<file path="src/hdl/u8tok_pkg.sv">
// shared types, constants and decode helpers for the utf8 phoneme tokenizer
package u8tok_pkg;

	// default sizes
	localparam int DEF_MAP_ENTRIES  = 8960;
	localparam int DEF_TOKEN_CAP    = 4096;
	localparam int DEF_SYMBOL_COUNT = 256;

	// fixed widths
	localparam int CP_W           = 21;
	localparam int CMD_ADDR_W     = 16;
	localparam int ENTRY_W        = 9;
	localparam int CMD_FIFO_DEPTH = 4;

	// map entry with the unmapped flag in the top bit
	localparam logic [ENTRY_W-1:0] NO_TOKEN   = 9'h100;
	localparam logic [7:0]         PAD_ID     = 8'd0;
	localparam logic [7:0]         NEWLINE_ID = 8'd10;

	// input operation codes
	typedef enum logic [1:0] {
		OP_LOAD   = 2'd0,
		OP_BYTE   = 2'd1,
		OP_FINISH = 2'd2
	} op_t;

	// commands from the front to the back
	typedef enum logic [2:0] {
		CMD_LOAD,
		CMD_PAD,
		CMD_LOOKUP,
		CMD_TERM,
		CMD_NL,
		CMD_END
	} cmd_kind_t;

	// front sequencer states
	typedef enum logic [2:0] {
		FS_IDLE,
		FS_BYTE,
		FS_FIN1,
		FS_FIN2,
		FS_TERM,
		FS_NL,
		FS_END
	} front_state_t;

	typedef struct packed {
		logic [1:0]  op;
		logic [13:0] map_code_point;
		logic [7:0]  map_symbol_id;
		logic [7:0]  text_byte;
		logic [7:0]  terminator_char;
	} tok_in_t;

	typedef struct packed {
		logic [7:0] token_id;
		logic       sentence_end;
	} tok_out_t;

	typedef struct packed {
		cmd_kind_t             kind;
		logic [CMD_ADDR_W-1:0] addr;
		logic [7:0]            sym;
	} cmd_t;

	// sequence length from a lead byte, zero for a bad lead
	function automatic logic [2:0] lead_len(input logic [7:0] b);
		logic [2:0] len;
		if (b < 8'h80) begin
			len = 3'd1;
		end else if (b inside {[8'hC0:8'hDF]}) begin
			len = 3'd2;
		end else if (b inside {[8'hE0:8'hEF]}) begin
			len = 3'd3;
		end else if (b inside {[8'hF0:8'hF7]}) begin
			len = 3'd4;
		end else begin
			len = 3'd0;
		end
		return len;
	endfunction

	// code point from a lead, middle bytes and the final byte
	function automatic logic [CP_W-1:0] cp_from_seq(input logic [2:0] len,
		input logic [7:0] b0, input logic [7:0] b1, input logic [7:0] b2,
		input logic [7:0] last);
		logic [CP_W-1:0] cp;
		case (len)
			3'd2: cp = {10'd0, b0[4:0], last[5:0]};
			3'd3: cp = {5'd0, b0[3:0], b1[5:0], last[5:0]};
			3'd4: cp = {b0[2:0], b1[5:0], b2[5:0], last[5:0]};
			default: cp = {13'd0, b0};
		endcase
		return cp;
	endfunction

endpackage

</file>
<file path="src/hdl/u8tok_fifo.sv">
// short command queue between the front and the back
module u8tok_fifo (
	input  logic             clk,
	input  logic             arst_n,
	input  logic             push,
	input  u8tok_pkg::cmd_t  push_cmd,
	output logic             full,
	input  logic             pop,
	output u8tok_pkg::cmd_t  head,
	output logic             empty
);
	import u8tok_pkg::*;

	localparam int PTR_W = $clog2(CMD_FIFO_DEPTH);
	localparam int CNT_W = $clog2(CMD_FIFO_DEPTH + 1);

	cmd_t             slot_q [CMD_FIFO_DEPTH];
	logic [PTR_W-1:0] wr_ptr_q;
	logic [PTR_W-1:0] rd_ptr_q;
	logic [CNT_W-1:0] count_q;

	assign full  = (count_q == CNT_W'(CMD_FIFO_DEPTH));
	assign empty = (count_q == '0);
	assign head  = slot_q[rd_ptr_q];

	// pointers and fill count
	always_ff @(posedge clk or negedge arst_n) begin
		if (!arst_n) begin
			wr_ptr_q <= '0;
			rd_ptr_q <= '0;
			count_q  <= '0;
		end else begin
			if (push) begin
				wr_ptr_q <= (wr_ptr_q == PTR_W'(CMD_FIFO_DEPTH - 1)) ? '0 : wr_ptr_q + 1'b1;
			end
			if (pop) begin
				rd_ptr_q <= (rd_ptr_q == PTR_W'(CMD_FIFO_DEPTH - 1)) ? '0 : rd_ptr_q + 1'b1;
			end
			if (push && !pop) begin
				count_q <= count_q + 1'b1;
			end else if (pop && !push) begin
				count_q <= count_q - 1'b1;
			end
		end
	end

	// queue storage
	always_ff @(posedge clk) begin
		if (push) begin
			slot_q[wr_ptr_q] <= push_cmd;
		end
	end
endmodule

</file>
<file path="config.mk">
export PLATFORM = sky130hd
export DESIGN_NAME = u8tok_fifo
export DESIGN_NICKNAME = d
export VERILOG_FILES = /design/src/hdl/u8tok_pkg.sv /design/src/hdl/u8tok_fifo.sv
export SDC_FILE = /design/constraint.sdc
export NUM_CORES = 1
export LEC_CHECK = 0
export ABC_AREA = 1
export BUFFER_PORTS_ARGS = -buffer_cell sky130_fd_sc_hd__buf_4
export CELL_PAD_IN_SITES_DETAIL_PLACEMENT = 1
export CELL_PAD_IN_SITES_GLOBAL_PLACEMENT = 1
export CORE_UTILIZATION = 34
export DETAILED_ROUTE_END_ITERATION = 12
export PLACE_DENSITY_LB_ADDON = 0.1
export RECOVER_POWER = 100
export REMOVE_ABC_BUFFERS = 1
export SYNTH_ARGS = -nofsm -noshare
export SYNTH_HDL_FRONTEND = slang
export SYNTH_SLANG_ARGS = --single-unit
</file>
<file path="constraint.sdc">
create_clock -name clk -period 2.75 [get_ports clk]
set_input_delay 0.55 -clock clk [delete_from_list [all_inputs] [get_ports clk]]
set_output_delay 0.55 -clock clk [all_outputs]
set_load 0.02 [all_outputs]
</file>
# --- After elaboration in Yosys (flattened, before gate mapping) ---
# Memories as Yosys holds them, arrays and structs flattened.
# Cells that the tools add are included.
word_totals:
  word_cells: 23
  memories: 1
  latch_bits: 0
  mem_bits_rw: 108
  ff_bits: 7
  inputBits: 31
  romBits: 0
op_classes:
  multipliers: 0
  add_sub_neg: 4
  shift: 0
  mux: 6
  bitwise: 0
  n_eq_ne: 3
  order_cmp: 0
  reduce_logical: 6
  div: 0
memory_table:
  columns: ["memory", "words", "word_bits", "rd", "rd_clocked_by_memory_dff", "wr", "line_no", "source"]
  rows:
  - ["slot_q", 4, 27, 1, 0, 1, "u8tok_fifo.sv:17", "cmd_t slot_q [CMD_FIFO_DEPTH];"]
op_table:
  columns: ["cell", "count"]
  rows:
  - ["3-bit 2-to-1 mux", 2]
  - ["2-bit by 1-bit adder with 2-bit output (second input constant)", 2]
  - ["2-bit equality test (second input constant)", 2]
  - ["2-bit 2-to-1 mux", 2]
  - ["3-bit by 1-bit adder with 3-bit output (second input constant)", 1]
  - ["3-bit equality test (second input constant)", 1]
  - ["3-bit zero test", 1]
  - ["3-bit by 1-bit subtractor with 3-bit output (second input constant)", 1]
  - ["1-bit logical AND", 2]
  - ["1-bit zero test", 2]
  - ["1-bit 2-to-1 mux", 2]
  - ["2-bit nonzero test", 1]

# --- Longest topological paths before layout ---
# Gate-level depths: netlist of the first run.
logic_depth:
  word_depth: 4
  depth_mapped: 9
  mapped_depth_nobuf: 9

# --- Least setup slack after synthesis of the first run ---
# Ideal clock, no wire load.
synth_path:
  kind: "register to output"
  from: "register rd_ptr_q[1]"
  to: "output port head[10] (netlist name)"
  stages_incl_launch_ff: 6
  path_slack_ps: 1146
  t_arrival_ps: 1054
  n_path_buf: 2
  cell_sequence: "dfrtp_1 -> buf_4 -> inv_2 -> buf_4 -> o211ai_1 -> nand2_1"
synth_lines:
  columns: ["item", "line_no", "source"]
  rows:
  - ["from (decl)", "u8tok_fifo.sv:19", "logic [PTR_W-1:0] rd_ptr_q;"]
  - ["from (signal assigned)", "u8tok_fifo.sv:37", "rd_ptr_q <= (rd_ptr_q == PTR_W'(CMD_FIFO_DEPTH - 1)) ? '0 : rd_ptr_q + 1'b1;"]
  - ["to (decl)", "u8tok_fifo.sv:9", "output u8tok_pkg::cmd_t head,"]

==> results.yml, run 1 <==
logic_synthesis:
  synth_seq_cells: 115
  netlist_area_um2: 4740
  yosys.cell_types.count: 19
  synth_area_leaders: "edfxtp_1 68%, nand2_1 7.7%, o211ai_1 7.0%"
  synth.top_cell.area_share_pct: 68.4
  synthTopCellsByCount: "108 x edfxtp_1, 97 x nand2_1, 65 x inv_1"
  synthArstFlopShare_pct: 6.09
  syn_area_per_cell_um2: 13.0
  yosysTopAreaCell: "edfxtp_1"
  ys_warn_count: 0
  ys.flop_type: "edfxtp_1"
  syn_inst: 366
  yosysMostFrequentCell: "edfxtp_1"
  synth-edff-count: 108
  synth-seq-area-share_pct: 72.1
place:
  place_congestion: 0.740
  dp_hpwl_um: 6060
  postPlaceCellArea_um2: 5440
  port-buffer-count: 59
clocking:
  clockBufferDepth: 2
  clk_latency_ps: 420
  cts_tree: "yes"
  htree_levels: 4
  cts_resized: 0
  root_buffer: "clkbuf_16"
  cts.sinks: 115
  cts_buffers: 17
  post-cts-setup-buffers: 0
  path_clk_slew_ps: 50
timing:
  finalMaxSlewViolations: 0
  timing.fmax_mhz: 395
  hold_viol_final: 0
  fin_crit_ps: 2530
  relSlewSlack_pct: 17.1
  rsz0062_at_grt: "false"
  fin_tns_setup_ps: 0
  fin_crit_sh_pct: 92.0
  skew_ps: 3.45
  setup_viol: 0
  tightest_slew_ps: 1240
route:
  ant_nets: 0
  drtPass1Iterations: 4
  drc: 0
  num_vias: 2898
  vias_per_cell: 4.61
  wl_per_cell_um: 15.6
  routed_wl_um: 9800
  drtIter0Drc: 139
floorplan:
  die_y_um: 120
  rows: 42
  initial_utilization_pct: 35.4
  dieArea_um2: 14400
  dieWidth_um: 120
  pin_count: 60
  core_um2: 13400
pwr:
  power_leakage_nw: 2.35
  ir_worst_vdd_mv: 0.515
  pwr_density_cell_nw_per_um2: 1150
worst_setup_path:
  crit_type: "flop to output port"
  worstPathArrival_ps: 1980
  worstPathRequired_ps: 2200
  end_kind: "output port"
  start_kind: "flop"
  cp_max_fo: 40
grt:
  antenna_found_initial: 0
  grt_pass1_wl_um: 15900
  grt_pass1_vias: 3013
  grt_use_total_pct: 15.3
  grt_max_degree: 41
  grt-ovfl-total: 0
flow_run:
  cap_violations: 0
final_layout:
  nets: 478
  regArea_um2: 3420
  n_fill_cell: 1416
  multi_input_area_um2: 968
  drive_gt1_share_pct: 14.6
  stdcell_area_um2: 5830
  antenna_cells: 0
  areaGrowthSynthToFinish_pct: 23.1
worst_hold_path:
  hold_path.class: "primary input to flop"
run_status:
  outcome: "finished clean"
metal layers:
| layer | wire length, um | vias up | share of wire [%] | GRT usage [%] |
|---|---|---|---|---|
| met4 | 202 | 0 | 2.1 | 8.44 |
| met2 | 4820 | 47 | 49 | 24.4 |
| met3 | 457 | 18 | 4.7 | 5.23 |
| li1 | - | 1415 | - | - |
| met1 | 4320 | 1418 | 44 | 18.1 |
| met5 | 0 | - | 0 | 0 |
sequential cells by signal, indices dropped and copies added, names as in the netlist:
register and count:
slot_q 108, rd_ptr_q 2, wr_ptr_q 2, count_q 3
layout by cell type (no fill, tap or decap), drive strengths merged:
master,Yosys,final
inv,67,67
nor2,1,1
o211ai,54,54
buf,15,9
nand4,1,1
dlygate4sd3,0,1
o21ai,4,4
dfrtp,7,7
nor3,2,2
clkinv,0,7
fa,1,1
edfxtp,108,108
ha,6,6
nand2,97,97
nand3,1,1
clkinvlp,0,2
xnor2,1,1
clkbuf,1,78
bufinv,0,5
worst paths after layout:
check / startpoint / end / slack, ps / cells past startpoint
setup reg to reg: wr_ptr_q[0] / slot_q[0][10] / 360 / 5
hold / removal: push_cmd[16] / slot_q[3][16] / 390 / 1
hold reg to reg: count_q[2] / count_q[2] / 510 / 2
min in group asynchronous: arst_n / count_q[0] / 590 / 2
setup / recovery: rd_ptr_q[0] / head[7] / 220 / 6
max in group asynchronous: arst_n / rd_ptr_q[0] / 1840 / 2
logic make-up after synthesis:
kind of cell,share of synthesized area [%]
fa+ha+maj,2.01
simple gates,8.21
xor+xnor,0.185
buf+inv,7.47
flops,72.1
compound gates,10.0
power breakdown:
group / internal (mW) / total, mW / switching, mW
Sequential: 2.26 / 2.37 / 0.104
Clock: 1.60 / 2.38 / 0.779
Combinational: 0.589 / 1.97 / 1.38
Total: 4.45 / 6.72 / 2.27
layout make-up:
type	instances	area share [%]
Sequential cell	115	58.6
Multi-Input combinational cell	168	16.6
Clock buffer	17	7.29
Timing Repair Buffer	71	5.79
Inverter	67	4.33
Tap cell	176	3.77
Clock inverter	14	3.62
metrics by stage:
step                      utilization [%]  hold WS [ps]  std cells  total power, mW  worst slack, ps
final                                43.5           388        628             6.72              220
after floorplan                         -           254        350             3.67              474
after CTS                            45.4           305        628             7.08              211
after detailed placement             40.6           374        596             4.67              663
after global routing                 43.5           388        628             7.11             35.1
after global placement               40.6           372        596             4.63              688
worst max-delay path: stages (launching register included):
cell	delay, ps
dfrtp_1	380
clkinv_2	350
buf_12	320
nand2_1	110
o211ai_2	80
nand2_1	80
clkbuf_1	230
repair_timing:
action,CTS,global route
hold endpoints to repair,7,0
hold buffers,1,0
setup endpoints to repair,0,0
(Power assumes the default switching activity.)
==> run 2, diff against run 1 <==
- CELL_PAD_IN_SITES_DETAIL_PLACEMENT: 1 -> not set
- CELL_PAD_IN_SITES_GLOBAL_PLACEMENT: 1 -> not set
- PLACE_DENSITY_LB_ADDON: 0.1 -> not set
- clock period: 2.75 -> 2 ns (I/O delays scaled with it)
==> results.yml, run 2 (same netlist as run 1, synthesis figures left out) <==
grt:
  grt_pass1_wl_um: 14600
  met3_usage_pct: 6.23
  grt-ovfl-total: 0
  busiest_layer: "met2"
  grt_pass1_vias: 2782
  antenna_found_initial: 0
  grtUsageMet2_pct: 22.7
  grt_use_total_pct: 14.1
  grt_max_degree: 46
  grt_use_met1_pct: 16.4
final_layout:
  top_register: "slot_q"
  drive_gt1_share_pct: 19.4
  final_common_cell: "edfxtp_1"
  nets: 483
  largest_register_ffs: 108
  final_util_pct: 44.7
  areaGrowthSynthToFinish_pct: 26.3
  multi_input_area_um2: 973
  regArea_um2: 3420
  antenna_cells: 0
  stdcell_area_um2: 5990
  n_fill_cell: 1240
  top_regs: "slot_q x108, count_q x3"
  final_cell_mix: "108 x edfxtp_1, 95 x nand2_1, 65 x inv_1"
place:
  port-buffer-count: 59
  postPlaceCellArea_um2: 5450
  place_ws_ps: 303
  dp_hpwl_um: 5460
  place_congestion: 0.722
worst_hold_path:
  hold_path.class: "primary input to flop"
clocking:
  clockBufferDepth: 2
  clk_latency_ps: 410
  cts_tree: "yes"
  root_buffer: "clkbuf_16"
  path_clk_slew_ps: 60
  htree_levels: 4
  cts_buffers: 17
  cts.sinks: 115
worst_setup_path:
  cp.buffers_inverters: 3
  path_cells: "clkinv_4 > buf_6 > o211ai_1 > nand2_1 > buf_6"
  end_kind: "output port"
  slowest_delay_ps: 430
  cp_max_fo: 14
  worstPathRequired_ps: 1600
  start_kind: "flop"
  crit_type: "flop to output port"
  crit_path_top_delay_cell: "dfrtp_2"
  critical-path-top-delay-family: "buffers and inverters"
  critPathMostFrequentCell: "buf_6"
  worstPathArrival_ps: 1600
route:
  num_vias: 2852
  routed_wl_um: 9580
  drtPass1Iterations: 4
  wl_per_cell_um: 15.1
  vias_per_cell: 4.50
  drc: 0
  ant_nets: 0
  drtIter0Drc: 190
timing:
  tightest_slew_ps: 899
  finalMaxSlewViolations: 0
  hold_viol_final: 0
  fin_crit_sh_pct: 99.8
  rsz0062_at_grt: "true"
  relSlewSlack_pct: 40.1
  setup_viol: 0
  timing.fmax_mhz: 501
  skew_ps: 8.62
  fin_crit_ps: 2000
  hold_ws_ps: 250
  setup_ws_ps: 4.60
  fin_tns_setup_ps: 0
floorplan:
  core_um2: 13400
  die_y_um: 120
  rows: 42
  dieWidth_um: 120
  dieArea_um2: 14400
  initial_utilization_pct: 35.4
  pin_count: 60
pwr:
  power_leakage_nw: 2.44
  pwr_density_cell_nw_per_um2: 1560
  ir_worst_vdd_mv: 0.719
flow_run:
  cap_violations: 0
run_status:
  outcome: "finished clean"
-- run 2: routing by layer --
| layer | vias to the layer above | wire [um] | share of wire [%] |
|---|---|---|---|
| met5 | - | 0 | 0 |
| met4 | 0 | 114 | 1.2 |
| met3 | 11 | 511 | 5.3 |
| met2 | 52 | 4580 | 48 |
| met1 | 1366 | 4370 | 46 |
| li1 | 1423 | - | - |
-- run 2: final cells by class --
class / count / area share, %
timing repair inverter: 1 / 0.0836
inverter: 67 / 4.28
clock inverter: 10 / 1.38
clock buffer: 22 / 7.92
sequential: 115 / 57.1
tap: 176 / 3.68
timing repair buffer: 75 / 9.30
multi-input combinational: 168 / 16.3
-- run 2: what timing repair did --
item / CTS / global route
hold buffers: 1 / 0
hold endpoints to repair: 7 / 0
endpoints found under the setup margin: 26 / 27
pin swaps: 0 / 7
resized for setup: 7 / 7
cloned: 0 / 3
buffers inserted: 3 / 0
-- run 2: power by group --
| part | switching [mW] | internal (mW) |
|---|---|---|
| clock | 1.01 | 1.79 |
| sequential | 0.150 | 3.12 |
| combinational | 1.98 | 1.28 |
-- run 2: worst paths after layout --
| path | start | end | slack (ps) | cells past startpoint |
|---|---|---|---|---|
| worst min register to register | count_q[2] | count_q[2] | 490 | 2 |
| worst min-delay path | push_cmd[0] | slot_q[1][0] | 250 | 1 |
| min in group asynchronous | arst_n | count_q[0] | 430 | 2 |
| max in group asynchronous | arst_n | rd_ptr_q[0] | 1260 | 2 |
| worst max-delay path | rd_ptr_q[0] | head[11] | 5 | 5 |
| worst max register to register | wr_ptr_q[0] | slot_q[2][14] | 160 | 5 |
-- run 2: per-stage QoR --
step	std cells	total power, mW
floorplan	350	5.05
global placement	595	6.37
detailed placement	595	6.44
CTS	631	9.34
global route	634	9.83
finish	634	9.32
==> run 3, diff against run 2 <==
- ABC_AREA: 1 -> not set
- CORE_UTILIZATION: 34 -> 35
==> results.yml, run 3 <==
floorplan:
  dieWidth_um: 113
  die_y_um: 113
  core_um2: 12000
  initial_utilization_pct: 35.9
  pin_count: 60
  rows: 40
  dieArea_um2: 12800
place:
  dpl.cell_count: 388
  port-buffer-count: 59
  place_ws_ps: 266
  dp_hpwl_um: 4850
  place_congestion: 0.686
run_status:
  outcome: "finished with violations"
  violations: "negative setup slack"
clocking:
  htree_levels: 4
  cts_buffers: 17
  path_clk_slew_ps: 50
  clk_latency_ps: 400
  root_buffer: "clkbuf_16"
  cts_tree: "yes"
  clockBufferDepth: 2
  cts.sinks: 115
final_layout:
  final_cell_mix: "108 x edfxtp_1, 32 x clkbuf_1, 27 x mux4_2, 27 x buf_6, 17 x clkbuf_16"
  top_regs: "slot_q x108, count_q x3"
  nets: 300
  final_common_cell: "edfxtp_1"
  final_cell_count_no_fill: 422
  areaGrowthSynthToFinish_pct: 29.0
  drive_gt1_share_pct: 36.0
  antenna_cells: 0
  largest_register_ffs: 108
  top_register: "slot_q"
timing:
  timing.fmax_mhz: 468
  relSlewSlack_pct: 38.7
  rsz0062_at_grt: "true"
  setup_viol: 27
  hold_ws_ps: 250
  setup_ws_ps: -138
  fin_crit_sh_pct: 107
  skew_ps: 6.05
  hold_viol_final: 0
  tightest_slew_ps: 919
  finalMaxSlewViolations: 0
  fin_crit_ps: 2140
grt:
  grt_use_total_pct: 13.4
  grt_pass1_vias: 2236
  antenna_found_initial: 1
  grt_max_degree: 18
  grt-ovfl-total: 0
  grt_pass1_wl_um: 12100
pwr:
  ir_worst_vdd_mv: 0.625
  power_leakage_nw: 1.90
  pwr_density_cell_nw_per_um2: 1590
  combPwrFrac_pct: 31.3
  power.share.clock_pct: 32.0
  switching_power_mw: 2.57
  power_mw: 8.87
  switching_share_pct: 29.0
  p_int_mw: 6.30
  seq_power_share_pct: 36.7
worst_hold_path:
  min-delay-start: "push_cmd[0]"
  holdPathStages: 1
  hold_path.class: "primary input to flop"
  hold-path-endpoint: "slot_q[0][0]"
route:
  ant_nets: 0
  wl_per_cell_um: 18.1
  vias_per_cell: 4.78
  drtIter0Drc: 82
  num_vias: 2019
  routed_wl_um: 7640
  drc: 0
  drtPass1Iterations: 4
logic_synthesis:
  syn_area_per_cell_um2: 24.3
  ys_warn_count: 0
  ys.flop_type: "edfxtp_1"
  synthTopCellsByCount: "108 x edfxtp_1, 26 x mux4_2, 7 x dfrtp_1"
  synth-seq-area-share_pct: 79.2
  synth-edff-count: 108
  yosys.cell_types.count: 21
  yosysMostFrequentCell: "edfxtp_1"
  yosysTopAreaCell: "edfxtp_1"
  synth.top_cell.area_share_pct: 75.1
  synthArstFlopShare_pct: 6.09
  syn_inst: 178
  netlist_area_um2: 4320
  synth_area_leaders: "edfxtp_1 75%, mux4_2 14%, dfrtp_1 4.1%"
  synth_seq_cells: 115
worst_setup_path:
  r2r-end: "slot_q[3][24]"
  end_kind: "output port"
  start_kind: "flop"
  worstPathRequired_ps: 1600
  slowest_delay_ps: 550
  rr_startpoint: "wr_ptr_q[0]"
  cp_max_fo: 17
  path_cells: "buf_12 > mux4_2 > buf_6"
  ff2ff_setup_slack_ps: 30
  rr_worst_depth: 3
  crit_path_top_delay_cell: "mux4_2"
  worstPathArrival_ps: 1740
  crit_type: "flop to output port"
flow_run:
  cap_violations: 0
run 3: metal layers:
| metal | vias up | global-route usage [%] | routed length, um |
|---|---|---|---|
| met5 | - | 0 | 11 |
| met4 | 2 | 6.32 | 130 |
| met3 | 14 | 5.52 | 337 |
| met2 | 51 | 21.2 | 3810 |
| met1 | 1039 | 16.0 | 3340 |
| li1 | 913 | - | - |
run 3: power groups by stage:
stage | Sequential, mW | Combinational, mW | Clock (mW)
detailed placement | 3.30 | 2.65 | 0
global route | 3.29 | 2.98 | 3.01
global placement | 3.27 | 2.63 | 0
finish | 3.25 | 2.78 | 2.84
floorplan | 3.42 | 1.36 | 0
CTS | 3.25 | 2.94 | 2.90
run 3: area by class of cell:
cell class	instances	area [um2]
repair buffers	71	557
clock inverters	14	140
inverters	4	15.0
clock buffers	18	429
fillers	1045	6440
well taps	147	184
flip-flops and latches	115	3420
multi-input cells	53	827
run 3: through the flow:
stage                     util, %  setup TNS (ps)  cell area, um2
after floorplan                 -           -9710            4260
after detailed placement     42.0               0            5050
after CTS                    47.7           -3290            5730
after global placement       42.0               0            5050
final                        46.4           -2450            5570
after global routing         46.4           -7700            5570
run 3: critical path: cells and delay by family, from the launching register on:
kind | cells | cell delay (ps)
mux | 1 | 550
flops | 1 | 400
buf+inv | 2 | 360
run 3: how the worst max path moves through the flow:
stage,start,to,slack (ps),cells after the start
after floorplan,rd_ptr_q[0],head[9],-450,1
after global placement,rd_ptr_q[0],head[17],280,3
after detailed placement,rd_ptr_q[0],head[17],270,3
after CTS,rd_ptr_q[0],head[7],-170,3
after global routing,rd_ptr_q[0],head[7],-200,3
final,rd_ptr_q[0],head[7],-140,3
run 3: repair_timing:
action | 4_1_cts | 5_1_grt
setup endpoints to repair | 27 | 27
setup buffers | 1 | 0
hold buffers | 1 | 0
hold endpoints to repair | 7 | 0
resized for setup | 28 | 0
cloned | 0 | 0
run 3: cell families after synthesis:
group	share of synthesized area [%]
compound gates	0.406
flops	79.2
simple gates	1.33
xor+xnor	0.609
mux	14.7
fa+ha+maj	2.20
buf+inv	1.59
