## src/hdl/u8tok_pkg.sv

```systemverilog
// shared types, constants and decode helpers for the utf8 phoneme tokenizer
package u8tok_pkg;

	// default sizes
	localparam int DEF_MAP_ENTRIES  = 8960;
	localparam int DEF_TOKEN_CAP    = 4096;
	localparam int DEF_SYMBOL_COUNT = 256;

	// fixed widths
	localparam int CP_W           = 21;
	localparam int CMD_ADDR_W     = 16;
	localparam int ENTRY_W        = 9;
	localparam int CMD_FIFO_DEPTH = 4;

	// map entry with the unmapped flag in the top bit
	localparam logic [ENTRY_W-1:0] NO_TOKEN   = 9'h100;
	localparam logic [7:0]         PAD_ID     = 8'd0;
	localparam logic [7:0]         NEWLINE_ID = 8'd10;

	// input operation codes
	typedef enum logic [1:0] {
		OP_LOAD   = 2'd0,
		OP_BYTE   = 2'd1,
		OP_FINISH = 2'd2
	} op_t;

	// commands from the front to the back
	typedef enum logic [2:0] {
		CMD_LOAD,
		CMD_PAD,
		CMD_LOOKUP,
		CMD_TERM,
		CMD_NL,
		CMD_END
	} cmd_kind_t;

	// front sequencer states
	typedef enum logic [2:0] {
		FS_IDLE,
		FS_BYTE,
		FS_FIN1,
		FS_FIN2,
		FS_TERM,
		FS_NL,
		FS_END
	} front_state_t;

	typedef struct packed {
		logic [1:0]  op;
		logic [13:0] map_code_point;
		logic [7:0]  map_symbol_id;
		logic [7:0]  text_byte;
		logic [7:0]  terminator_char;
	} tok_in_t;

	typedef struct packed {
		logic [7:0] token_id;
		logic       sentence_end;
	} tok_out_t;

	typedef struct packed {
		cmd_kind_t             kind;
		logic [CMD_ADDR_W-1:0] addr;
		logic [7:0]            sym;
	} cmd_t;

	// sequence length from a lead byte, zero for a bad lead
	function automatic logic [2:0] lead_len(input logic [7:0] b);
		logic [2:0] len;
		if (b < 8'h80) begin
			len = 3'd1;
		end else if (b inside {[8'hC0:8'hDF]}) begin
			len = 3'd2;
		end else if (b inside {[8'hE0:8'hEF]}) begin
			len = 3'd3;
		end else if (b inside {[8'hF0:8'hF7]}) begin
			len = 3'd4;
		end else begin
			len = 3'd0;
		end
		return len;
	endfunction

	// code point from a lead, middle bytes and the final byte
	function automatic logic [CP_W-1:0] cp_from_seq(input logic [2:0] len,
		input logic [7:0] b0, input logic [7:0] b1, input logic [7:0] b2,
		input logic [7:0] last);
		logic [CP_W-1:0] cp;
		case (len)
			3'd2: cp = {10'd0, b0[4:0], last[5:0]};
			3'd3: cp = {5'd0, b0[3:0], b1[5:0], last[5:0]};
			3'd4: cp = {b0[2:0], b1[5:0], b2[5:0], last[5:0]};
			default: cp = {13'd0, b0};
		endcase
		return cp;
	endfunction

endpackage

```

## src/hdl/u8tok_front.sv

```systemverilog
// front end: accepts items, decodes utf8 and issues commands
module u8tok_front #(
	parameter int MAP_ENTRIES  = u8tok_pkg::DEF_MAP_ENTRIES,
	parameter int SYMBOL_COUNT = u8tok_pkg::DEF_SYMBOL_COUNT
) (
	input  logic               clk,
	input  logic               arst_n,
	input  logic               map_ready,
	input  logic               in_valid,
	output logic               in_ready,
	input  u8tok_pkg::tok_in_t in_item,
	output logic               push,
	output u8tok_pkg::cmd_t    push_cmd,
	input  logic               q_full
);
	import u8tok_pkg::*;

	localparam logic [31:0] MAP_LIMIT = 32'(MAP_ENTRIES);
	localparam logic [8:0]  SYM_LIMIT = 9'(SYMBOL_COUNT);

	front_state_t state_q, state_d;
	logic         open_q, open_d;
	logic [2:0]   seq_q, seq_d;
	logic [1:0]   cnt_q, cnt_d;
	logic [7:0]   pend0_q, pend0_d;
	logic [7:0]   pend1_q, pend1_d;
	logic [7:0]   pend2_q, pend2_d;
	logic [7:0]   byte_q, byte_d;
	logic [7:0]   term_q, term_d;

	logic            byte_go;
	logic [7:0]      b_sel;
	logic [2:0]      b_len;
	logic            lk_req;
	logic [CP_W-1:0] lk_cp;

	assign b_len = lead_len(b_sel);

	// sequencer, utf8 decode and command issue
	always_comb begin
		state_d  = state_q;
		open_d   = open_q;
		seq_d    = seq_q;
		cnt_d    = cnt_q;
		pend0_d  = pend0_q;
		pend1_d  = pend1_q;
		pend2_d  = pend2_q;
		byte_d   = byte_q;
		term_d   = term_q;
		in_ready = 1'b0;
		push     = 1'b0;
		push_cmd = '0;
		byte_go  = 1'b0;
		b_sel    = byte_q;
		lk_req   = 1'b0;
		lk_cp    = '0;

		case (state_q)
			FS_IDLE: begin
				in_ready = map_ready && !q_full;
				if (in_valid && in_ready) begin
					case (in_item.op)
						OP_LOAD: begin
							if (32'(in_item.map_code_point) < MAP_LIMIT &&
								{1'b0, in_item.map_symbol_id} < SYM_LIMIT) begin
								push          = 1'b1;
								push_cmd.kind = CMD_LOAD;
								push_cmd.addr = CMD_ADDR_W'(in_item.map_code_point);
								push_cmd.sym  = in_item.map_symbol_id;
							end
						end
						OP_BYTE: begin
							if (!open_q) begin
								// leading pad first, the byte follows from FS_BYTE once the queue has room
								push          = 1'b1;
								push_cmd.kind = CMD_PAD;
								open_d        = 1'b1;
								byte_d        = in_item.text_byte;
								state_d       = FS_BYTE;
							end else begin
								byte_go = 1'b1;
								b_sel   = in_item.text_byte;
							end
						end
						OP_FINISH: begin
							term_d = in_item.terminator_char;
							if (!open_q) begin
								push          = 1'b1;
								push_cmd.kind = CMD_PAD;
							end
							state_d = (seq_q != '0) ? FS_FIN1 : FS_TERM;
						end
						default: ;
					endcase
				end
			end
			FS_BYTE: begin
				if (!q_full) begin
					byte_go = 1'b1;
					state_d = FS_IDLE;
				end
			end
			FS_FIN1: begin
				// re-decode the bytes buffered after a truncated lead
				if (!q_full) begin
					state_d = FS_TERM;
					if (cnt_q >= 2'd2) begin
						if (lead_len(pend1_q) == 3'd1) begin
							lk_req  = 1'b1;
							lk_cp   = CP_W'(pend1_q);
							state_d = FS_FIN2;
						end else if (lead_len(pend1_q) == 3'd2 && cnt_q == 2'd3) begin
							lk_req = 1'b1;
							lk_cp  = cp_from_seq(3'd2, pend1_q, 8'd0, 8'd0, pend2_q);
						end else begin
							state_d = FS_FIN2;
						end
					end
				end
			end
			FS_FIN2: begin
				if (!q_full) begin
					if (cnt_q == 2'd3 && lead_len(pend2_q) == 3'd1) begin
						lk_req = 1'b1;
						lk_cp  = CP_W'(pend2_q);
					end
					state_d = FS_TERM;
				end
			end
			FS_TERM: begin
				// terminators beyond the map are never mapped
				if (!q_full) begin
					if (term_q != 8'd0 && 32'(term_q) < MAP_LIMIT) begin
						push          = 1'b1;
						push_cmd.kind = CMD_TERM;
						push_cmd.addr = CMD_ADDR_W'(term_q);
					end
					state_d = FS_NL;
				end
			end
			FS_NL: begin
				if (!q_full) begin
					push          = 1'b1;
					push_cmd.kind = CMD_NL;
					state_d       = FS_END;
				end
			end
			FS_END: begin
				if (!q_full) begin
					push          = 1'b1;
					push_cmd.kind = CMD_END;
					open_d        = 1'b0;
					seq_d         = '0;
					cnt_d         = '0;
					state_d       = FS_IDLE;
				end
			end
			default: state_d = FS_IDLE;
		endcase

		// one sentence byte into the decoder
		if (byte_go) begin
			if (seq_q == '0) begin
				if (b_len == 3'd1) begin
					lk_req = 1'b1;
					lk_cp  = CP_W'(b_sel);
				end else if (b_len != 3'd0) begin
					pend0_d = b_sel;
					cnt_d   = 2'd1;
					seq_d   = b_len;
				end
			end else if ({1'b0, cnt_q} == seq_q - 3'd1) begin
				lk_req = 1'b1;
				lk_cp  = cp_from_seq(seq_q, pend0_q, pend1_q, pend2_q, b_sel);
				cnt_d  = '0;
				seq_d  = '0;
			end else begin
				if (cnt_q == 2'd1) begin
					pend1_d = b_sel;
				end else begin
					pend2_d = b_sel;
				end
				cnt_d = cnt_q + 2'd1;
			end
		end

		// code points beyond the map are never mapped
		if (lk_req && 32'(lk_cp) < MAP_LIMIT) begin
			push          = 1'b1;
			push_cmd.kind = CMD_LOOKUP;
			push_cmd.addr = lk_cp[CMD_ADDR_W-1:0];
		end
	end

	// control state
	always_ff @(posedge clk or negedge arst_n) begin
		if (!arst_n) begin
			state_q <= FS_IDLE;
			open_q  <= 1'b0;
			seq_q   <= '0;
			cnt_q   <= '0;
		end else begin
			state_q <= state_d;
			open_q  <= open_d;
			seq_q   <= seq_d;
			cnt_q   <= cnt_d;
		end
	end

	// buffered bytes
	always_ff @(posedge clk) begin
		pend0_q <= pend0_d;
		pend1_q <= pend1_d;
		pend2_q <= pend2_d;
		byte_q  <= byte_d;
		term_q  <= term_d;
	end
endmodule

```

## config.mk

```make
export PLATFORM = sky130hd
export DESIGN_NAME = u8tok_front
export DESIGN_NICKNAME = d
export VERILOG_FILES = /design/src/hdl/u8tok_pkg.sv /design/src/hdl/u8tok_front.sv
export SDC_FILE = /design/constraint.sdc
export NUM_CORES = 1
export LEC_CHECK = 0
export BUFFER_PORTS_ARGS = -buffer_cell sky130_fd_sc_hd__buf_2
export CAP_MARGIN = 20
export CORE_MARGIN = 3
export CORE_UTILIZATION = 40
export DETAILED_ROUTE_END_ITERATION = 12
export GPL_TIMING_DRIVEN = 1
export HOLD_SLACK_MARGIN = 0.1
export PLACE_DENSITY = 0.61
export SYNTH_ARGS = -nofsm -noshare
export SYNTH_HDL_FRONTEND = slang
export SYNTH_SLANG_ARGS = --single-unit
```

## constraint.sdc

```tcl
create_clock -name clk -period 3.45 [get_ports clk]
set_clock_uncertainty 0.05 [all_clocks]
set_input_delay 0.69 -clock clk [delete_from_list [all_inputs] [get_ports clk]]
set_output_delay 0.69 -clock clk [all_outputs]
set_load 0.1 [all_outputs]
```

Word-level counts from Yosys, hierarchy flattened
Index checks and enable logic that the tools add are counted.

Register bits: 49. Bits in latches: 0. Bits in writable memories: 0. Memory bits (read-only): 0. Input port bits: 45. Logic and storage cells: 206. Memories: 0.

$add $sub $neg: 2. Multiply operators: 0. Div/mod/pow operators: 0. Magnitude comparators: 24. Equal/unequal tests: 28. Shift-type cells: 0. Multiplexer cells: 106. Bitwise operators: 5. Reductions and logical operators: 32.

Operators with widths (number): $mux W3 (41); $mux W21 (4); $ge A8 B8 Y1 const B (9); $le A8 B8 Y1 const B (9); $pmux W21 S3 (1); $mux W8 (7); $mux W11 (4); $mux W19 (2); $pmux W16 S2 (1); $mux W27 (1); $mux W1 (25); $lt A8 B8 Y1 const B (3); $mux W24 (1); $mux W22 (1); $pmux W11 S2 (1); $lt A21 B14 Y1 const B (1); $reduce_and A4 Y1 (5); $mux W18 (1); $pmux W3 S6 (1); $eq A3 B2 Y1 const B (5); $logic_and A1 B1 Y1 (14); $lt A14 B14 Y1 const B (1); $mux W2 (7); $ne A2 B2 Y1 const B (7); 25 further kinds (45).

Logic depth before layout (Yosys ltp)
Gate-level depths: netlist (run 1).

Word-level depth: 27. Depth in mapped cells: 10. Gate-level depth less buffers: 8.

Worst setup path before layout (run 1)
Ideal clock, no wire load.

Path type: input to output. From: input in_item[39] (netlist bit). To: output push_cmd[21] (netlist bit). Arrival: 4.321 ns. Setup slack: -1.611 ns. Cell stages on the path: 8. Path buffers: 0. Path through: inv_1 -> ha_1 -> and4_1 -> o21ai_1 -> a211oi_1 -> a221oi_4 -> o2111ai_1 -> a21boi_0.

RTL lines: start, declared (line u8tok_front.sv:11) `input u8tok_pkg::tok_in_t in_item,`; end, declared (line u8tok_front.sv:13) `output u8tok_pkg::cmd_t push_cmd,`.

==> results of run 1 <==
[area by class of cell]
| cell class | instances | area [µm²] | share of cell area, % |
|---|---|---|---|
| inverter | 18 | 67.6 | 1.36 |
| tap | 102 | 128 | 2.58 |
| clock inverter | 3 | 28.8 | 0.581 |
| multi-input combinational | 237 | 2070 | 41.7 |
| sequential | 49 | 1430 | 28.9 |
| clock buffer | 5 | 68.8 | 1.39 |
| timing repair buffer | 123 | 1160 | 23.5 |
[what timing repair did]
| action | in CTS | in global routing |
|---|---|---|
| endpoints found under the hold margin | 0 | 0 |
| gates resized for setup | 26 | 11 |
| hold buffers | 0 | 0 |
| setup buffers | 7 | 2 |
| pin swaps | 5 | 5 |
| endpoints found under the setup margin | 16 | 16 |
[cell usage after synthesis (3+ instances only)]
library cell  count  area share [%]
a211oi_1          3            0.69
a21boi_0         11             2.5
a21oi_1          10             1.5
a222oi_1          7             2.2
a22o_1            4             1.1
a22oi_1          14             3.2
and2_1           13             2.5
and3_1            4            0.77
buf_2             3            0.46
clkbuf_1         10             1.2
dfrtp_1           9             6.9
edfxtp_1         40              37
ha_1             11             4.2
inv_1            18             2.1
mux2_2            5             1.7
mux2i_1          15             4.6
nand2_1          29             3.4
nand2b_1          3            0.58
nand3_1           9             1.4
nand4_1           4            0.77
nor2_1           18             2.1
nor3_1            5            0.77
nor4_1            6             1.2
o211ai_1          4            0.93
o21ai_0           8             1.2
o22ai_1           6             1.2
[worst max-delay path: cells and delay by family (launching register included)]
kind | cells | cell delay, ps
xor+xnor | 1 | 160
mux | 1 | 210
compound gates | 3 | 720
buf+inv | 3 | 460
flops | 1 | 400
fa+ha+maj | 1 | 290
simple gates | 1 | 160
[worst min-delay path by stage]
| stage | end | slack [ps] |
|---|---|---|
| floorplan | cnt_q[0] | 340 |
| global placement | cnt_q[0] | 520 |
| detailed placement | cnt_q[0] | 530 |
| CTS | cnt_q[0] | 180 |
| global route | seq_q[0] | 180 |
| finish | cnt_q[1] | 170 |
[registers in the layout, summed over array words and instances, names as in the netlist]
register,cells
pend2_q,8
open_q,1
seq_q,3
term_q,8
byte_q,8
pend0_q,8
cnt_q,2
state_q,3
pend1_q,8
[per-stage QoR]
stage                     TNS [ps]  hold slack, ps  utilization, %
after floorplan              -2650             344               -
after global placement           0             520            59.1
after detailed placement         0             526            59.1
after CTS                    -23.3             178            62.5
after global routing         -1570             179            63.4
final                        -94.6             172            63.4
[report_power, final]
| group | switching, µW | internal, µW |
|---|---|---|
| clock | 229 | 152 |
| combinational | 981 | 653 |
| sequential | 71.6 | 692 |
[logic make-up after synthesis]
kind of cell             count (synthesis)  synth area share (%)
AND/OR/NAND/NOR                        106                  17.2
AO/OA/AOI/OAI                           93                  22.1
flip-flops                              49                  43.9
buffers and inverters                   34                  4.51
multiplexers                            21                  6.82
adder cells (fa/ha/maj)                 11                  4.24
XOR/XNOR                                 4                  1.08
other                                    1                 0.116
[routing by layer]
metal	vias up	routed length [µm]	part of all wire, %	track usage [%]
li1	1451	-	-	-
met1	1450	4160	41	27.9
met2	167	5020	49	39.2
met3	25	812	7.9	3.91
met4	0	245	2.4	9.36
met5	-	0	0	0
==> results.yml, run 1 <==
outcome:
  status: "finished, violations left"
  violations: "setup timing"
finish:
  n_fill_cell: 630
  drive_above_1_share_pct: 45.3
  fin_area_um2: 4950
  antennaDiodeCount: 0
  final_net_count: 490
  final_common_cell: "buf_4"
  fin_cells: 537
  final_cell_mix: "48 x buf_4, 46 x buf_2, 40 x edfxtp_1, 28 x buf_12, 27 x nand2_1"
  syn_to_final_growth_pct: 52.5
grt:
  grt_pass1_wl_um: 15600
  grt_use_total_pct: 22.7
  grt_pass1_vias: 2987
  grt_max_degree: 19
  gr-total-overflow: 0
  antenna_found_initial: 0
logic_synthesis:
  syn_inst: 319
  synth_edf_count: 40
  yosysWarnings: 0
  netlist_area_um2: 3250
  ys_seq_area_share_pct: 43.9
  synth_cell_type_count: 65
  ys_ff_latch: 49
  async_flop_share_pct: 18.4
  ys.flop_type: "edfxtp_1"
  syn_area_per_cell_um2: 10.2
setup_path:
  crit_top_cell: "buf_12"
  r2r_end: "pend0_q[6]"
  path_class: "register to primary output"
  crit_arrival_ps: 2750
  cp_max_fo: 9
  critPathMaxStageDelay_ps: 400
  cp-startpoint: "seq_q[0]"
  crit_path_top_delay_cell: "dfrtp_1"
  crit_path_start_kind: "register"
  end_kind: "primary output"
  cp_cell_sequence: "inv_2, ha_4, xor2_4, nand3_4, a21o_1, a221oi_4, o21ai_4, buf_12, mux2i_4, buf_12"
  cp.required_ps: 2710
  r2r_slack_ps: 790
  endpoint: "push_cmd[20]"
  ff2ff_path_depth: 8
  reg2reg_from: "state_q[1]"
sta:
  hold_viol_final: 0
  fin_crit_sh_pct: 101
  slew_viol_final: 0
  grt_setup_unrepaired: "true"
  fmax_mhz: 287
  slew_headroom_pct: 66.0
  setup_viol_count_final: 8
  period_needed_ps: 3490
  tightest_slew_ps: 509
  finalWorstSetupSlack_ps: -36.8
placed_design:
  dpl.hpwl_um: 8060
  routabilityCongestion: 0.931
  post_dp_cell_area_um2: 4610
  dp_slack_ps: 4.90
  place_inst: 520
  port_buffers: 71
worst_hold_path:
  min_path_type: "input pin to asynchronous set/reset pin"
floorplan:
  num_io_pins: 74
  die_area_um2: 9230
  row_count: 32
  die_h_um: 96.1
  start_util_pct: 41.6
  die_w_um: 96.1
  core_region_area_um2: 7810
cts:
  clkTransAtPathRegs_ps: 100
  cts_sinks: 49
  cts_buffer_depth: 2
  cts_made_buffers: 5
  cts_tree: "built"
  clk_latency_ps: 320
  h-tree-depth: 2
  root_buffer: "clkbuf_8"
pwr:
  ir_drop_uv: 245
  powerDensity_nw_per_um2: 561
  power_uw: 2780
  leakagePower_uw: 0.00191
drt:
  ant_nets: 0
  routed_wl_um: 10200
  drtIter0Drc: 278
  vias_per_cell: 5.76
  wl_per_cell_um: 19.1
  num_vias: 3093
  drc: 0
  dr.pass1.iters: 7
flow_run:
  drv_cap: 0
Power figures use the tool's default switching activity.
==> run 2: changes to the inputs <==
ABC_AREA = 1   (was not set)
PLACE_DENSITY = 0.62   (was 0.61)
==> run 2 against run 1 <==
  * The flow now finishes without violations
  * Power up 8.4%
  * Critical path depth up 4
  * Non-clock buffer count fell by 22
  * Synthesized cell count up 38%
  * Combinational power grew 14%
  * Hold slack lost 20 ps
  * Routed wire length shrank 3.4%
  * Sequential power rose by 3.7%
  * Setup slack gained 110 ps
  * Critical endpoint unchanged
  * Highest routed layer unchanged
==> results.yml, run 2 <==
outcome:
  status: "complete, no violations"
logic_synthesis:
  synth_cell_type_count: 45
  synth_top_area_share_pct: 35.3
  yosysMostFrequentCell: "nand2_1"
  synth_area_leaders: "edfxtp_1 35%, nand2_1 15%, inv_1 7.1%"
  synth.largest_area_cell: "edfxtp_1"
  synth_common_cells: "138 x nand2_1, 64 x inv_1, 40 x edfxtp_1"
  synth_mux_area_share_pct: 0.589
  syn_inst: 439
  synth_xor_area_share_pct: 0.258
  ys_seq_area_share_pct: 42.0
  synth_top_family_by_area: "simple AND/OR/NAND/NOR gates"
  async_flop_share_pct: 18.4
  netlist_area_um2: 3400
  synth-compound-area-share_pct: 12.3
  ys_ff_latch: 49
  synth-simple-area-share_pct: 30.7
  syn_area_per_cell_um2: 7.74
  synthAdderAreaFrac_pct: 4.05
  yosysWarnings: 0
  ys.flop_type: "edfxtp_1"
  synth_edf_count: 40
grt:
  antenna_found_initial: 0
  gr-total-overflow: 0
  grt_pass1_wl_um: 15200
  grt_pass1_vias: 3141
  grt_max_degree: 18
  grt_use_total_pct: 19.5
cts:
  cts_sinks: 49
  cts_hold_buf: 0
  clk_latency_ps: 320
  cts_buffer_depth: 2
  cts_made_buffers: 5
  root_buffer: "clkbuf_8"
  clkTransAtPathRegs_ps: 100
  cts_tree: "built"
  h-tree-depth: 2
placed_design:
  place_inst: 626
  dp_slack_ps: 42.4
  post_dp_cell_area_um2: 4230
  port_buffers: 71
  routabilityCongestion: 0.909
  dpl.hpwl_um: 7810
sta:
  slew_headroom_pct: 56.8
  holdWs_ps: 152
  setup_tns_ps: 0
  period_needed_ps: 3380
  hold_viol_final: 0
  grt_setup_unrepaired: "true"
  fmax_mhz: 296
  setup_viol_count_final: 0
  slew_viol_final: 0
  tightest_slew_ps: 648
  fin_crit_sh_pct: 97.9
  finalWorstSetupSlack_ps: 72.2
floorplan:
  die_w_um: 98.2
  die_area_um2: 9640
  die_h_um: 98.2
  num_io_pins: 74
  start_util_pct: 42.7
  core_region_area_um2: 7970
  row_count: 32
finish:
  fin_cells: 646
  final_common_cell: "nand2_1"
  fin_area_um2: 4750
  antennaDiodeCount: 0
  drive_above_1_share_pct: 37.7
  syn_to_final_growth_pct: 39.8
  final_net_count: 599
  final_cell_mix: "108 x nand2_1, 55 x buf_2, 54 x inv_1, 40 x edfxtp_1, 30 x nor2_1"
setup_path:
  cp_max_fo: 4
  crit_top_cell: "nor2_4"
  crit_path_top_delay_cell: "dfrtp_1"
  crit_path_start_kind: "register"
  cp_cell_sequence: "inv_2, ha_2, xnor2_2, inv_1, nor2_4, nand2_2, nor2_4, nand2_1, o21ai_2, nor2_4, nand3_4, nand2_4, o21ai_2, buf_12"
  crit_arrival_ps: 2640
  critPathMaxStageDelay_ps: 370
  end_kind: "primary output"
  cp.required_ps: 2710
  path_buf_inv: 3
  crit_family: "simple AND/OR/NAND/NOR gates"
  path_class: "register to primary output"
drt:
  num_vias: 3399
  dr.pass1.iters: 5
  ant_nets: 0
  routed_wl_um: 9900
  drtIter0Drc: 203
  drc: 0
  vias_per_cell: 5.26
  wl_per_cell_um: 15.3
flow_run:
  drv_cap: 0
pwr:
  powerDensity_nw_per_um2: 635
  leakagePower_uw: 0.00219
  ir_drop_uv: 287
worst_hold_path:
  min_path_type: "input pin to asynchronous set/reset pin"
[run 2: what timing repair did]
action / in CTS / in global routing
resized for setup: 9 / 86
setup buffers: 3 / 6
setup endpoints to repair: 16 / 16
gates cloned: 0 / 3
pin swaps: 0 / 21
[run 2: per-stage QoR]
step / power, µW / util [%]
floorplan: 1870 / -
global placement: 2300 / 53.1
detailed placement: 2310 / 53.1
CTS: 2710 / 54.8
global route: 3190 / 59.6
finish: 3010 / 59.6
[run 2: cells by family (layout without fill, tap and decap cells)]
family | count (synthesis) | in the layout
and+or+nand+nor | 234 | 236
buffers and inverters | 80 | 182
AOI/OAI and AO/OA | 61 | 61
DFF | 49 | 49
adders and majority gates | 11 | 11
muxes | 2 | 2
other | 1 | 2
xor gates and xnor gates | 1 | 1
[run 2: layout make-up]
| cell class | instances | area [µm²] |
|---|---|---|
| multi-input cells | 313 | 1970 |
| repair buffers | 101 | 825 |
| clock buffers | 5 | 68.8 |
| clock inverters | 3 | 25.0 |
| fillers | 725 | 3220 |
| inverters | 72 | 292 |
| well taps | 102 | 128 |
| repair inverters | 1 | 8.76 |
| flip-flops and latches | 49 | 1430 |
[run 2: worst reg2reg max path, stage by stage, from the launching register on]
cell	delay [ps]
dfrtp_1	460
nor2_4	180
inv_2	80
nor2_8	140
nand2_4	80
nand2_1	70
nand2_2	80
buf_4	130
buf_4	130
nor2_1	220
inv_1	90
o21ai_2	200
inv_1	60
nor2_1	80
buf_4	180
[run 2: final timing paths]
path / from / to / slack, ps / cells past startpoint
max: seq_q[0] / push_cmd[20] / 70 / 14
max reg2reg: state_q[0] / pend0_q[3] / 910 / 14
min: arst_n / seq_q[2] / 150 / 1
min reg2reg: cnt_q[0] / cnt_q[0] / 560 / 3
max in group asynchronous: arst_n / state_q[2] / 3010 / 1
min in group clk: in_item[1] / term_q[1] / 500 / 1
[run 2: power breakdown]
group / leakage (µW) / switching [µW] / internal, µW / total [µW]
Sequential: 0.000470 / 81.5 / 711 / 792
Clock: 0.0000452 / 210 / 148 / 358
Combinational: 0.00168 / 1230 / 633 / 1860
Total: 0.00219 / 1520 / 1490 / 3010
[run 2: routing by layer]
| layer | share of wire (%) | up-vias | GRT usage [%] |
|---|---|---|---|
| met5 | 0 | - | 0 |
| met1 | 42 | 1575 | 24.6 |
| met4 | 1.7 | 0 | 5.04 |
| met2 | 49 | 142 | 34.1 |
| li1 | - | 1663 | - |
| met3 | 7.4 | 19 | 3.71 |
==> run 3: changes to the inputs <==
CORE_ASPECT_RATIO = 1.2   (was not set)
CORE_UTILIZATION = 35   (was 40)
PLACE_DENSITY = 0.55   (was 0.62)
==> run 3 against run 2 <==
  * Combinational power grew 3%
  * Largest power group unchanged
  * Via count shrank 2.6%
  * Hold slack gained 18 ps
  * Sequential share of layout area down 0.75 points
  * First-iteration DRC count rose by 8.4%
  * Die area increased by 13%
  * Critical endpoint is now push_cmd[9]
  * Non-clock buffer count is 1 higher
  * Register-to-register slack got worse by 120 ps
  * Critical path depth is 3 higher
==> results.yml, run 3 (same netlist as run 2, synthesis figures left out) <==
sta:
  fin_crit_sh_pct: 99.0
  slew_headroom_pct: 54.8
  setup_viol_count_final: 0
  fmax_mhz: 293
  holdWs_ps: 170
  hold_viol_final: 0
  tightest_slew_ps: 678
  slew_viol_final: 0
  grt_setup_unrepaired: "true"
  period_needed_ps: 3420
drt:
  dr.pass1.iters: 5
  vias_per_cell: 4.98
  drc: 0
  ant_nets: 0
  drtIter0Drc: 220
  num_vias: 3312
  routed_wl_um: 9850
  wl_per_cell_um: 14.8
grt:
  grt_pass1_wl_um: 14900
  antenna_found_initial: 0
  gr-total-overflow: 0
  grt_max_degree: 19
  grt_pass1_vias: 3141
  grt_use_total_pct: 17.3
placed_design:
  place_inst: 644
  port_buffers: 71
  dpl.hpwl_um: 7710
  post_dp_cell_area_um2: 4250
  routabilityCongestion: 0.929
pwr:
  clkPwrFrac_pct: 11.8
  switchingPower_uw: 1550
  leakagePower_uw: 0.00222
  p_sw_share_pct: 50.5
  power.share.combinational_pct: 62.2
  ir_drop_uv: 204
  p_int_uw: 1520
  pwr-share-seq_pct: 25.9
  powerDensity_nw_per_um2: 629
setup_path:
  path_class: "input pin to primary output"
  crit_family: "simple AND/OR/NAND/NOR gates"
  cp.required_ps: 2710
  cp_max_fo: 11
  cp_cell_sequence: "buf_2, inv_1, ha_2, nand2_1, nor2_4, nand2_4, nand2_8, nand3_1, nand3_4, nand2_4, nor2_4, nand3_4, nand2_8, clkinv_8, nand2_1, nand2_2, buf_12"
  critPathMaxStageDelay_ps: 180
  reg2reg_from: "state_q[0]"
  cp-startpoint: "in_item[39]"
  crit_path_start_kind: "input pin"
  end_kind: "primary output"
  crit_path_top_delay_cell: "ha_2"
  crit_arrival_ps: 2680
  path_buf_inv: 4
cts:
  cts_tree: "built"
  clkTransAtPathRegs_ps: 100
  clk_latency_ps: 300
  root_buffer: "clkbuf_8"
  cts_buffer_depth: 2
  cts_hold_buf: 0
  cts_sinks: 49
  cts_made_buffers: 5
  h-tree-depth: 2
finish:
  regArea_um2: 1430
  antennaDiodeCount: 0
  n_fill_cell: 895
  final_net_count: 600
  final_cell_mix: "100 x nand2_1, 55 x buf_2, 53 x inv_1, 40 x edfxtp_1"
  fin_cells: 665
  multiInputGateArea_um2: 2060
  drive_above_1_share_pct: 39.8
  final_common_cell: "nand2_1"
  fin_area_um2: 4870
  syn_to_final_growth_pct: 43.3
worst_hold_path:
  min_path_type: "input pin to asynchronous set/reset pin"
floorplan:
  row_count: 38
  core_region_area_um2: 9270
  num_io_pins: 74
  die_area_um2: 10900
  die_w_um: 96.0
  die_h_um: 114
  start_util_pct: 36.7
flow_run:
  drv_cap: 0
outcome:
  status: "complete, no violations"
## run 3: cell count changes in the layout (fill, tap and decap cells not counted), sizes merged
| cell | before | now |
|---|---|---|
| buf | 101 | 102 |
| clkinvlp | 2 | 1 |
| clkinv | 1 | 2 |
## run 3: what timing repair did
action	4_1_cts	5_1_grt
gates resized for setup	13	102
buffers inserted	6	4
cloned	0	3
endpoints found under the setup margin	16	16
pin swaps	2	28
## run 3: final timing paths
kind                       slack, ps           to  cells past startpoint
max in group asynchronous       2990     seq_q[2]                      1
setup reg to reg                 790   pend0_q[3]                     14
hold / removal                   170     cnt_q[0]                      1
setup / recovery                  30  push_cmd[9]                     17
hold reg to reg                  570     cnt_q[0]                      3
min in group clk                 500    term_q[0]                      1
## run 3: per-layer routing
| metal | routed length [µm] | GRT usage, % |
|---|---|---|
| met3 | 630 | 2.77 |
| met1 | 3990 | 21.6 |
| met2 | 5070 | 31.3 |
| met5 | 0 | 0 |
| met4 | 155 | 3.23 |
## run 3: power by group through the flow
stage | combinational (µW) | sequential (µW) | clock, µW
6_report | 1910 | 794 | 363
4_1_cts | 1590 | 780 | 372
3_3_place_gp | 1500 | 799 | 0
5_1_grt | 2050 | 805 | 397
2_1_floorplan | 1100 | 766 | 0
3_5_place_dp | 1510 | 799 | 0
## run 3: through the flow
step | util, % | worst slack (ps) | total power (µW) | setup TNS (ps)
CTS | 47.7 | 8.89 | 2750 | 0
floorplan | - | -111 | 1870 | -375
finish | 52.5 | 34.6 | 3060 | 0
detailed placement | 45.8 | -10.7 | 2310 | -10.7
global route | 52.5 | -112 | 3250 | -1320
global placement | 45.8 | 87.8 | 2290 | 0
## run 3: final cells by class
cell class / count / share of cell area (%)
Clock buffer: 5 / 1.41
Clock inverter: 3 / 0.591
Inverter: 72 / 5.99
Multi-Input combinational cell: 313 / 42.3
Sequential cell: 49 / 29.3
Tap cell: 120 / 3.08
Timing Repair Buffer: 102 / 17.1
Timing Repair inverter: 1 / 0.231
